===== src/hdl/rkd_pkg.sv =====
// ----------------------------------------------------------------------------
// RSA key derivation package
// Widths and status codes shared by the key derivation modules.
// ----------------------------------------------------------------------------
`timescale 1ns / 1ps

package rkd_pkg;

  localparam int PRIME_BITS = 16;
  localparam int DATA_W     = 32;
  localparam int CNT_W      = $clog2(DATA_W + 1);

  typedef logic [PRIME_BITS-1:0] prime_t;
  typedef logic [DATA_W-1:0]     word_t;

  typedef enum logic [1:0] {
    STATUS_OK      = 2'd0,
    STATUS_NOPRIME = 2'd1,
    STATUS_NOEXP   = 2'd2
  } status_t;

  // Divider control handshake.
  typedef struct packed {
    logic  start;
    word_t dividend;
    word_t divisor;
  } div_req_t;

  typedef struct packed {
    logic  done;
    word_t quo;
    word_t rem;
  } div_rsp_t;

endpackage


===== src/hdl/rkd_div.sv =====
// ----------------------------------------------------------------------------
// RKD shared divider
// Restoring radix-2 divider: one quotient bit per cycle.
// ----------------------------------------------------------------------------
`timescale 1ns / 1ps

module rkd_div (
  input  logic              clk,
  input  logic              rst_n,
  input  rkd_pkg::div_req_t req,
  output rkd_pkg::div_rsp_t rsp
);
  import rkd_pkg::*;

  logic [DATA_W:0]   part_r;
  word_t             quo_r;
  word_t             den_r;
  logic [CNT_W-1:0]  cnt_r;
  logic              busy_r;
  logic              done_r;
  logic [DATA_W:0]   shifted;
  logic [DATA_W:0]   diff;

  assign shifted = {part_r[DATA_W-1:0], quo_r[DATA_W-1]};
  assign diff    = shifted - {1'b0, den_r};

  always_ff @(posedge clk) begin
    if (!rst_n) begin
      busy_r <= 1'b0;
      done_r <= 1'b0;
      cnt_r  <= '0;
    end else begin
      done_r <= 1'b0;
      if (req.start) begin
        busy_r <= 1'b1;
        cnt_r  <= CNT_W'(DATA_W);
      end else if (busy_r) begin
        cnt_r <= cnt_r - 1'b1;
        if (cnt_r == CNT_W'(1)) begin
          busy_r <= 1'b0;
          done_r <= 1'b1;
        end
      end
    end
  end

  always_ff @(posedge clk) begin
    if (req.start) begin
      part_r <= '0;
      quo_r  <= req.dividend;
      den_r  <= req.divisor;
    end else if (busy_r) begin
      // Quotient bits shift in at the bottom as dividend bits leave the top.
      if (!diff[DATA_W]) begin
        part_r <= diff;
        quo_r  <= {quo_r[DATA_W-2:0], 1'b1};
      end else begin
        part_r <= shifted;
        quo_r  <= {quo_r[DATA_W-2:0], 1'b0};
      end
    end
  end

  assign rsp.done = done_r;
  assign rsp.quo  = quo_r;
  assign rsp.rem  = part_r[DATA_W-1:0];

endmodule


===== src/hdl/rsa_key_derivation.sv =====
// ----------------------------------------------------------------------------
// RSA key derivation
// Derives modulus, totient and an exponent pair from two candidate primes.
// ----------------------------------------------------------------------------
// Usage: one input transaction on the in_ stream carries the candidates p and
// q. The block checks both by trial division from 2 up to floor(sqrt(x)),
// forms n = p*q and phi = (p-1)*(q-1), picks the smallest e >= 2 coprime to
// phi by Euclid's algorithm, and solves d = (k*phi+1)/e for the smallest k.
// Exactly one result transaction leaves on the out_ stream per input.
// Every modulo and division goes through one shared restoring divider that
// forms all 32 quotient bits and then raises a registered done flag; a single
// 16x16 multiplier forms n, phi and squares.
// Run time grows with the trial divisions, gcd steps and k steps; two primes
// near 65535 need roughly 500 trial divisions, small inputs far fewer.
// in_tready is high only while the block is idle; one item is in work at a
// time. The result stays on out_tdata with out_tvalid high until the
// receiver takes it, and the next input is taken only after that.
// Reset (synchronous, active low) returns the sequencer to idle and drops
// out_tvalid; no stored data needs clearing.
// ----------------------------------------------------------------------------
`timescale 1ns / 1ps

module rsa_key_derivation (
  input  logic         clk,
  input  logic         rst_n,
  input  logic         in_tvalid,
  output logic         in_tready,
  input  logic [31:0]  in_tdata,   // [15:0] prime_a, [31:16] prime_b
  output logic         out_tvalid,
  input  logic         out_tready,
  output logic [135:0] out_tdata   // [1:0] status, [33:2] modulus,
                                   // [65:34] totient, [97:66] public_exp,
                                   // [129:98] private_exp, rest zero
);
  import rkd_pkg::*;

  typedef enum logic [11:0] {
    S_IDLE   = 12'b0000_0000_0001,
    S_MULN   = 12'b0000_0000_0010,
    S_MULPHI = 12'b0000_0000_0100,
    S_PSQ    = 12'b0000_0000_1000,
    S_PCHK   = 12'b0000_0001_0000,
    S_PWAIT  = 12'b0000_0010_0000,
    S_ECHK   = 12'b0000_0100_0000,
    S_GWAIT  = 12'b0000_1000_0000,
    S_QWAIT  = 12'b0001_0000_0000,
    S_KCHK   = 12'b0010_0000_0000,
    S_KWAIT  = 12'b0100_0000_0000,
    S_DONE   = 12'b1000_0000_0000
  } state_t;

  state_t   state_r, state_nxt;
  prime_t   p_r, q_r, dv_r;
  logic     sel_r;
  word_t    n_r, phi_r, sq_r;
  word_t    b_r, cand_r;
  word_t    quo_r, rem_e_r, t_r, kq_r, k_r;
  word_t    e_r, d_r;
  status_t  status_r;

  prime_t   mul_a, mul_b;
  word_t    mul_res;
  word_t    x_cur;
  div_req_t div_req;
  div_rsp_t div_rsp;

  logic in_acc, out_acc;

  assign in_acc  = in_tvalid && in_tready;
  assign out_acc = out_tvalid && out_tready;

  assign in_tready  = (state_r == S_IDLE);
  assign out_tvalid = (state_r == S_DONE);

  // Candidate under the current primality test.
  assign x_cur = sel_r ? word_t'(q_r) : word_t'(p_r);

  // Shared multiplier: n, then phi, then divisor squares.
  always_comb begin
    unique case (state_r)
      S_MULN: begin
        mul_a = p_r;
        mul_b = q_r;
      end
      S_MULPHI: begin
        mul_a = (p_r != '0) ? p_r - 1'b1 : '0;
        mul_b = (q_r != '0) ? q_r - 1'b1 : '0;
      end
      default: begin
        mul_a = dv_r;
        mul_b = dv_r;
      end
    endcase
  end
  assign mul_res = word_t'(mul_a) * word_t'(mul_b);

  // Divider launches.
  always_comb begin
    div_req = '0;
    unique case (state_r)
      S_PCHK: begin
        if (x_cur >= word_t'(2) && sq_r <= x_cur) begin
          div_req.start    = 1'b1;
          div_req.dividend = x_cur;
          div_req.divisor  = word_t'(dv_r);
        end
      end
      S_ECHK: begin
        if (cand_r < phi_r) begin
          div_req.start    = 1'b1;
          div_req.dividend = phi_r;
          div_req.divisor  = cand_r;
        end
      end
      S_GWAIT: begin
        if (div_rsp.done) begin
          div_req.start = 1'b1;
          if (div_rsp.rem == '0) begin
            // gcd found; when it is one, split phi by e for the k search.
            div_req.start    = (b_r == word_t'(1));
            div_req.dividend = phi_r;
            div_req.divisor  = cand_r;
          end else begin
            div_req.dividend = b_r;
            div_req.divisor  = div_rsp.rem;
          end
        end
      end
      S_KCHK: begin
        if (k_r < e_r) begin
          div_req.start    = 1'b1;
          div_req.dividend = t_r;
          div_req.divisor  = e_r;
        end
      end
      default: div_req = '0;
    endcase
  end

  rkd_div u_div (
    .clk  (clk),
    .rst_n(rst_n),
    .req  (div_req),
    .rsp  (div_rsp)
  );

  // Sequencer.
  always_comb begin
    state_nxt = state_r;
    unique case (state_r)
      S_IDLE:   if (in_acc) state_nxt = S_MULN;
      S_MULN:   state_nxt = S_MULPHI;
      S_MULPHI: state_nxt = S_PSQ;
      S_PSQ:    state_nxt = S_PCHK;
      S_PCHK: begin
        if (x_cur < word_t'(2)) begin
          state_nxt = S_DONE;
        end else if (sq_r > x_cur) begin
          state_nxt = sel_r ? S_ECHK : S_PSQ;
        end else begin
          state_nxt = S_PWAIT;
        end
      end
      S_PWAIT: begin
        if (div_rsp.done) state_nxt = (div_rsp.rem == '0) ? S_DONE : S_PSQ;
      end
      S_ECHK:   state_nxt = (cand_r < phi_r) ? S_GWAIT : S_DONE;
      S_GWAIT: begin
        if (div_rsp.done && div_rsp.rem == '0) begin
          state_nxt = (b_r == word_t'(1)) ? S_QWAIT : S_ECHK;
        end
      end
      S_QWAIT:  if (div_rsp.done) state_nxt = S_KCHK;
      S_KCHK:   state_nxt = (k_r < e_r) ? S_KWAIT : S_DONE;
      S_KWAIT: begin
        if (div_rsp.done) state_nxt = (div_rsp.rem == '0) ? S_DONE : S_KCHK;
      end
      S_DONE:   if (out_acc) state_nxt = S_IDLE;
      default:  state_nxt = S_IDLE;
    endcase
  end

  always_ff @(posedge clk) begin
    if (!rst_n) begin
      state_r <= S_IDLE;
    end else begin
      state_r <= state_nxt;
    end
  end

  // Datapath registers.
  always_ff @(posedge clk) begin
    unique case (state_r)
      S_IDLE: begin
        if (in_acc) begin
          p_r      <= in_tdata[PRIME_BITS-1:0];
          q_r      <= in_tdata[16 +: PRIME_BITS];
          status_r <= STATUS_OK;
          e_r      <= '0;
          d_r      <= '0;
        end
      end
      S_MULN: n_r <= mul_res;
      S_MULPHI: begin
        phi_r <= mul_res;
        sel_r <= 1'b0;
        dv_r  <= prime_t'(2);
      end
      S_PSQ: sq_r <= mul_res;
      S_PCHK: begin
        if (x_cur < word_t'(2)) begin
          status_r <= STATUS_NOPRIME;
        end else if (sq_r > x_cur) begin
          sel_r  <= 1'b1;
          dv_r   <= prime_t'(2);
          cand_r <= word_t'(2);
        end
      end
      S_PWAIT: begin
        if (div_rsp.done) begin
          if (div_rsp.rem == '0) status_r <= STATUS_NOPRIME;
          dv_r <= dv_r + 1'b1;
        end
      end
      S_ECHK: begin
        if (cand_r < phi_r) begin
          b_r <= cand_r;
        end else begin
          status_r <= STATUS_NOEXP;
        end
      end
      S_GWAIT: begin
        if (div_rsp.done) begin
          if (div_rsp.rem != '0) begin
            b_r <= div_rsp.rem;
          end else if (b_r == word_t'(1)) begin
            e_r <= cand_r;
          end else begin
            cand_r <= cand_r + 1'b1;
          end
        end
      end
      S_QWAIT: begin
        if (div_rsp.done) begin
          quo_r   <= div_rsp.quo;
          rem_e_r <= div_rsp.rem;
          t_r     <= div_rsp.rem + 1'b1;
          kq_r    <= div_rsp.quo;
          k_r     <= word_t'(1);
        end
      end
      S_KWAIT: begin
        if (div_rsp.done) begin
          if (div_rsp.rem == '0) begin
            d_r <= kq_r + div_rsp.quo;
          end else begin
            // Step k by one without a multiply.
            t_r  <= t_r + rem_e_r;
            kq_r <= kq_r + quo_r;
            k_r  <= k_r + 1'b1;
          end
        end
      end
      default: ;
    endcase
  end

  assign out_tdata = {6'd0, d_r, e_r, phi_r, n_r, status_r};

endmodule


===== config.mk =====
export PLATFORM = sky130hd
export DESIGN_NAME = rsa_key_derivation
export DESIGN_NICKNAME = d
export VERILOG_FILES = /design/src/hdl/rkd_pkg.sv /design/src/hdl/rkd_div.sv /design/src/hdl/rsa_key_derivation.sv
export SDC_FILE = /design/constraint.sdc
export NUM_CORES = 2
export LEC_CHECK = 0
export CAP_MARGIN = 20
export CORE_UTILIZATION = 55
export DETAILED_ROUTE_END_ITERATION = 6
export DONT_BUFFER_PORTS = 1
export PLACE_DENSITY = 0.73
export RECOVER_POWER = 25
export REMOVE_ABC_BUFFERS = 1
export SETUP_SLACK_MARGIN = 0.1
export SYNTH_ARGS = -nofsm -noshare
export SYNTH_HDL_FRONTEND = slang
export SYNTH_SLANG_ARGS = --single-unit
export TNS_END_PERCENT = 5

===== constraint.sdc =====
create_clock -name clk -period 12.65 [get_ports clk]
set_input_delay 1.265 -clock clk [delete_from_list [all_inputs] [get_ports clk]]
set_output_delay 1.265 -clock clk [all_outputs]
set_load 0.005 [all_outputs]

Yosys cells after proc, flatten, opt, wreduce, memory -nomap -nowiden
Index checks and enable logic that the tools add are counted.
Widths: inputs -> output; s select.
{"block": "classes", "multipliers": 1, "n_lt_le_gt_ge": 6, "reduce_logical": 30, "n_addsub": 11, "muxes": 80, "n_bitwise": 2, "eq_ne": 33}
{"operator": "$mux 32", "count": 26}
{"operator": "$pmux 32 s2", "count": 7}
{"operator": "$mux 65", "count": 4}
{"operator": "$pmux 65 s4", "count": 1}
{"operator": "$pmux 12 s12", "count": 1}
{"operator": "$mux 12", "count": 11}
{"operator": "$add 32x1->32 const B", "count": 3}
{"operator": "$add 32x32->32", "count": 3}
{"operator": "$mux 16", "count": 6}
{"operator": "$lt 32x32->1", "count": 2}
{"operator": "$mux 64", "count": 1}
{"operator": "$pmux 16 s2", "count": 2}
{"operator": "$pmux 16 s3", "count": 1}
{"operator": "$sub 33x32->33", "count": 1}
{"operator": "$eq 32x1->1 const B", "count": 1}
{"operator": "$gt 32x16->1", "count": 1}
{"operator": "$le 32x16->1", "count": 1}
{"operator": "$logic_not 32->1", "count": 1}
{"operator": "$mul 16x16->32", "count": 1}
{"operator": "$reduce_bool 16->1", "count": 2}
{"operator": "$reduce_bool 32->1", "count": 1}
{"operator": "$sub 16x1->16 const B", "count": 2}
{"operator": "$ne 2x2->1 const B", "count": 13}
{"operator": "$reduce_and 6->1", "count": 3}
{"operator": "36 further kinds", "count": 68}
{"block": "totals", "out_inout_bits": 138, "reg_bits": 551, "input_bits": 36, "word_cells": 188}

Longest topological paths before layout
{"block": "logic_depth", "word_depth": 6, "mapped_depth": 35, "mapped_depth_nobuf": 33}

Modules after synthesis
Synthesis repeated with hierarchy kept, for this count alone.
{"block": "hier_totals", "cells_unflattened": 4198, "hier_area_um2": 41332.1}
{"module": "rsa_key_derivation", "seq_area_each_um2": 13302.8, "instances": 1, "area_per_inst_um2": 35353.9, "cells_per_inst": 3625}
{"module": "rkd_div", "seq_area_each_um2": 2722.6, "instances": 1, "area_per_inst_um2": 5978.2, "cells_per_inst": 573}

Worst setup path after synthesis
Ideal clock, no wire load.
{"block": "synth_timing", "path_kind": "register -> register", "from": "register state_r[6]", "to": "register n_r[30] (data pin)", "stages_incl_launch_ff": 31, "synth_period_minus_slack_ps": 8374, "path_slack_ps": 4276, "t_arrival_ps": 8102, "required_ps": 12378, "setup_time_ps": 272, "path_buffers": 2, "path_cell_list": "dfxtp_1 > nor3_2 > nand3_1 > or3_1 > or3b_2 > buf_2 > clkinv_2 > buf_4 > nor2_1 > o311ai_2 > nand2_1 > fa_1 > inv_1 > fa_1 > fa_1 > fa_1 > fa_1 > inv_1 > fa_1 > inv_1 > ha_1 > a21o_1 > a21o_1 > and2_1 > o21ai_0 > nand2b_1 > or3_1 > a41oi_1 > o31ai_1 > a311oi_1 > xnor2_1"}
{"block": "synth_between", "elab_chain_len": 3, "elab_cells_between_ends": 5, "cone_classes": "mul (1); eq/ne (2); mux (2)"}
{"element": "from (decl)", "line_no": "rsa_key_derivation.sv:52", "source": "state_t state_r, state_nxt;"}
{"element": "from (signal assigned)", "line_no": "rsa_key_derivation.sv:187", "source": "state_r <= state_nxt;"}
{"element": "$eq 12x3->1 or $eq 12x2->1 (tied branches)", "line_no": "rsa_key_derivation.sv:80", "source": "unique case (state_r)"}
{"element": "$pmux 16 s2", "line_no": "rsa_key_derivation.sv:80"}
{"element": "$mul 16x16->32 *", "line_no": "rsa_key_derivation.sv:95", "source": "assign mul_res = word_t'(mul_a) * word_t'(mul_b);"}
{"element": "named net mul_res[30]", "line_no": "rsa_key_derivation.sv:62", "source": "word_t mul_res;"}
{"element": "to (signal assigned)", "line_no": "rsa_key_derivation.sv:203", "source": "S_MULN: n_r <= mul_res;"}
{"element": "to (decl)", "line_no": "rsa_key_derivation.sv:55", "source": "word_t n_r, phi_r, sq_r;"}
Mark *: on every way through the listed nets, which the timed path passes. The rest lies on a longest branch.
A chain may end at the register's enable or synchronous reset.

Worst setup path after layout
{"block": "layout_timing", "from": "register state_r[5]", "to": "register phi_r[31] (data pin)"}
{"block": "layout_between", "elab_chain_len": 3, "elab_cells_between_ends": 5, "cone_classes": "mul (1); eq/ne (2); mux (2)"}
{"element": "$eq 12x3->1 or $eq 12x2->1 (tied branches)", "line_no": "rsa_key_derivation.sv:80"}
{"element": "$pmux 16 s2", "line_no": "rsa_key_derivation.sv:80"}
{"element": "$mul 16x16->32 *", "line_no": "rsa_key_derivation.sv:95"}
{"element": "named net mul_res[31]", "line_no": "rsa_key_derivation.sv:62"}
{"element": "to (signal assigned)", "line_no": "rsa_key_derivation.sv:205", "source": "phi_r <= mul_res;"}
{"element": "to (decl)", "line_no": "rsa_key_derivation.sv:55"}
Marked as above.

==> run_results.csv <==
group,metric,value,unit
die,die_x,274,um
detailed_routing,viasPerCell,6.18,
timing,max_freq,97.9,MHz
status,violations,"DRC, capacitance limit, slew limit",
timing,rsz0062_at_grt,"false",
clock_network,clk_latency,0.66,ns
timing,timing.final.max_slew_violations,136,
die,start_util,0.556,
critical_path,cp.arrival,10.61,ns
clock_network,clkSinkCount,551,
final_layout,fin_util,0.596,
timing,worst_pin_slew,3.58,ns
clock_network,htreeDepth,2,
placement,dpl-instance-area,0.0415,mm^2
die,die_h,274,um
timing,clock_skew,0.0671,ns
clock_network,cts_tree,"yes",
synth,ys_async_sr_fraction,0,
timing,finalCriticalPeriod,10.21,ns
critical_path,worst-path-max-fanout,58,
detailed_routing,dr_total_vias,31382,
critical_path,crit_path_end_kind,"flop",
die,rows,99,
clock_network,cts_buffers,58,
grt,grt_start_max_net_pins,83,
critical_path,crit_required,13.05,ns
synth,ys.flop_type,"edfxtp_1",
synth,ys_types,101,
timing,setup_violations,0,
worst_hold_path,hold_path.class,"reg2reg",
critical_path,crit_type,"reg2reg",
placement,placed_cells,4965,
placement,dpl.hpwl,88000,um
synth,ys_ff_latch,551,
die,io_pins,174,
pwr,p_leak,17.9,nW
final_layout,final_area,0.0435,mm^2
final_layout,post_layout_nonfiller_instances,5077,
timing,fin_crit_sh,0.807,
clock_network,cts_hold_buffers,0,
synth,ys.warnings.count,0,
clock_network,cts_setup_buffers,0,
clock_network,clock-root-buffer,"clkbuf_16",
final_layout,layout.nets,4618,
final_layout,area_growth,7.10,%
grt,grt_first_pass_wirelength,177000,um
die,coreArea,0.0731,mm^2
grt,grt_pass1_vias,30540,
detailed_routing,remaining_drc_errors,24,
detailed_routing,drt_iter0_drc,3594,
detailed_routing,drt_wl_total,115000,um
die,die_area,0.0750,mm^2
pwr,powerDensity,113,mW/mm^2
grt,grt_antenna_before_repair,8,
critical_path,start_kind,"flop",
placement,routabilityCongestion,0.966,
synth,synth_edf_count,499,
synth,syn_area,0.0406,mm^2
timing,fin_setup_tns,0,ns
synth,syn_inst,4130,
synth,synth.yosys.seq_area_share,0.394,
clock_network,cts_resized,0,
timing,hold_viol,0,
clock_network,cts.path.max_buffers,3,
detailed_routing,post_drt_wl_per_cell,22.7,um
timing,slew_headroom,-1.38,
pwr,vdd_drop_max,0.0000964,V
grt,overflow,0,
detailed_routing,firstDrtPassIters,7,
synth,avgSynthCellArea,9.84,um^2
detailed_routing,drtAntennaViolNets,0,
placement,port_buffers,0,
final_layout,layout-drive-gt1-share,0.0491,
status,status,"complete, but fails checks",
clock_network,cts.clk_slew.worst_paths,0.06,ns
grt,grt_usage,0.308,
run,cap_viol_max_count,2,
layer usage:
layer / share of wire / vias up / track usage
met2: 0.46 / 1397 / 0.490
met4: 0.053 / 6 / 0.143
li1: - / 14440 / -
met1: 0.40 / 15248 / 0.403
met3: 0.096 / 291 / 0.0644
met5: 0.00028 / - / 0
logic make-up (layout without fill, tap and decap cells):
logic type	Yosys count	count (layout)	synth area share
flops	551	551	0.394
simple gates	1391	1391	0.158
other cells	1	9	0.0000923
fa+ha+maj	515	515	0.195
buf+inv	565	545	0.0547
mux	46	46	0.0116
xor+xnor	234	234	0.0509
compound gates	827	827	0.135
state kept, by name, indices dropped and copies added (netlist names), 32 cells and up:
register / flops
b_r: 32
u_div.quo_r: 32
e_r: 32
u_div.den_r: 32
rem_e_r: 32
phi_r: 32
cand_r: 32
k_r: 32
d_r: 32
u_div.part_r: 32
n_r: 32
sq_r: 32
kq_r: 32
t_r: 32
quo_r: 32
cell usage after synthesis, drive strengths merged, types with 5 or more instances:
master,instances,area (um^2)
a31oi,43,297
nor4,35,219
and4,17,149
o21a,35,263
nor2b,29,181
o21bai,13,97.6
buf,53,288
a2111oi,5,43.8
a211oi,28,210
and2,72,450
or3,31,194
or3b,11,98.9
a22oi,23,173
dfxtp,52,1040
and3,40,250
a311oi,8,70.1
nand2b,38,245
a21o,89,668
nor2,364,1370
o41ai,7,68.8
inv,396,1490
o31ai,16,139
xnor2,140,1240
a21boi,6,45.0
or2,8,50.1
mux2,8,90.1
o21ai,229,1180
nand4,42,269
nand2,519,1950
a222oi,44,440
xor2,94,823
o2111ai,6,52.6
clkbuf,114,428
o31a,6,52.6
mux2i,38,380
o311ai,7,93.9
nand3,95,475
edfxtp,499,15000
fa,198,3960
ha,317,3970
nor3,70,360
a21oi,188,948
o211ai,22,165
cell type report:
| type | count | area [um^2] |
|---|---|---|
| fill | 6213 | 29600 |
| multi-input combinational | 3019 | 22500 |
| sequential | 551 | 16000 |
| inverter | 398 | 1510 |
| clock buffer | 64 | 1470 |
| tap | 959 | 1200 |
| clock inverter | 44 | 549 |
| timing repair buffer | 39 | 289 |
| antenna | 3 | 7.51 |
final timing paths:
| path | from | endpoint | slack [ns] | depth (start not counted) |
|---|---|---|---|---|
| worst max-delay path | state_r[5]$_SDFFE_PN0P_ | phi_r[31]$_DFFE_PN_ | 2.44 | 27 |
| worst max register to register | state_r[5]$_SDFFE_PN0P_ | phi_r[31]$_DFFE_PN_ | 2.44 | 27 |
| worst min-delay path | u_div.cnt_r[1]$_SDFFE_PP0P_ | u_div.cnt_r[1]$_SDFFE_PP0P_ | 0.50 | 2 |
| worst min register to register | u_div.cnt_r[1]$_SDFFE_PP0P_ | u_div.cnt_r[1]$_SDFFE_PP0P_ | 0.50 | 2 |
critical path, cell delays in order, from the launching register on:
cell       delay [ns]
dfxtp_1          0.36
nor3_1           0.27
nand3_1          0.14
or3_1            0.34
or3b_2           0.69
clkinv_2         0.75
nor2_1           0.18
o311ai_2         0.87
nand2_1          0.20
fa_1             0.60
inv_1            0.06
fa_1             0.47
inv_1            0.05
fa_1             0.49
inv_1            0.04
ha_1             0.31
fa_1             0.51
fa_1             0.50
ha_1             0.36
a2111oi_0        0.36
o21ai_0          0.22
a31oi_1          0.64
o211ai_1         0.23
a31oi_1          0.37
o21ai_0          0.23
a221o_1          0.35
a21oi_1          0.18
xnor2_1          0.11
power breakdown:
| part | total, mW | internal [mW] | switching, mW |
|---|---|---|---|
| Sequential | 2.36 | 2.14 | 0.213 |
| Clock | 1.80 | 1.04 | 0.764 |
| Combinational | 0.781 | 0.280 | 0.502 |
| Total | 4.94 | 3.46 | 1.48 |
placed cells by master, fill, tap and decap left out, drive strengths merged, types with 8 or more instances in the layout:
| master | synthesis | final |
|---|---|---|
| and3 | 40 | 40 |
| a211oi | 28 | 28 |
| xor2 | 94 | 94 |
| buf | 53 | 36 |
| nand2b | 38 | 38 |
| mux2i | 38 | 38 |
| clkbuf | 114 | 67 |
| nor2 | 364 | 364 |
| nand3 | 95 | 95 |
| or3 | 31 | 31 |
| and4 | 17 | 17 |
| bufinv | 0 | 9 |
| and2 | 72 | 72 |
| nor4 | 35 | 35 |
| a21o | 89 | 89 |
| o31ai | 16 | 16 |
| o21bai | 13 | 13 |
| inv | 396 | 404 |
| or3b | 11 | 11 |
| a31oi | 43 | 43 |
| a311oi | 8 | 8 |
| or2 | 8 | 8 |
| xnor2 | 140 | 140 |
| ha | 317 | 317 |
| fa | 198 | 198 |
| o21a | 35 | 35 |
| o21ai | 229 | 229 |
| a22oi | 23 | 23 |
| dfxtp | 52 | 52 |
| nand2 | 519 | 519 |
| edfxtp | 499 | 499 |
| nor3 | 70 | 70 |
| clkinv | 2 | 28 |
| o211ai | 22 | 22 |
| nor2b | 29 | 29 |
| a222oi | 44 | 44 |
| nand4 | 42 | 42 |
| a21oi | 188 | 188 |
| mux2 | 8 | 8 |
through the flow:
step | hold WS (ns) | power (mW) | setup WS [ns]
after floorplan | 0.469 | 2.83 | 3.79
after CTS | 0.503 | 4.94 | 2.57
after global placement | 0.484 | 3.14 | 2.86
after global routing | 0.538 | 5.11 | 1.93
final | 0.504 | 4.94 | 2.44
after detailed placement | 0.498 | 3.15 | 2.64
(Power assumes the default switching activity.)
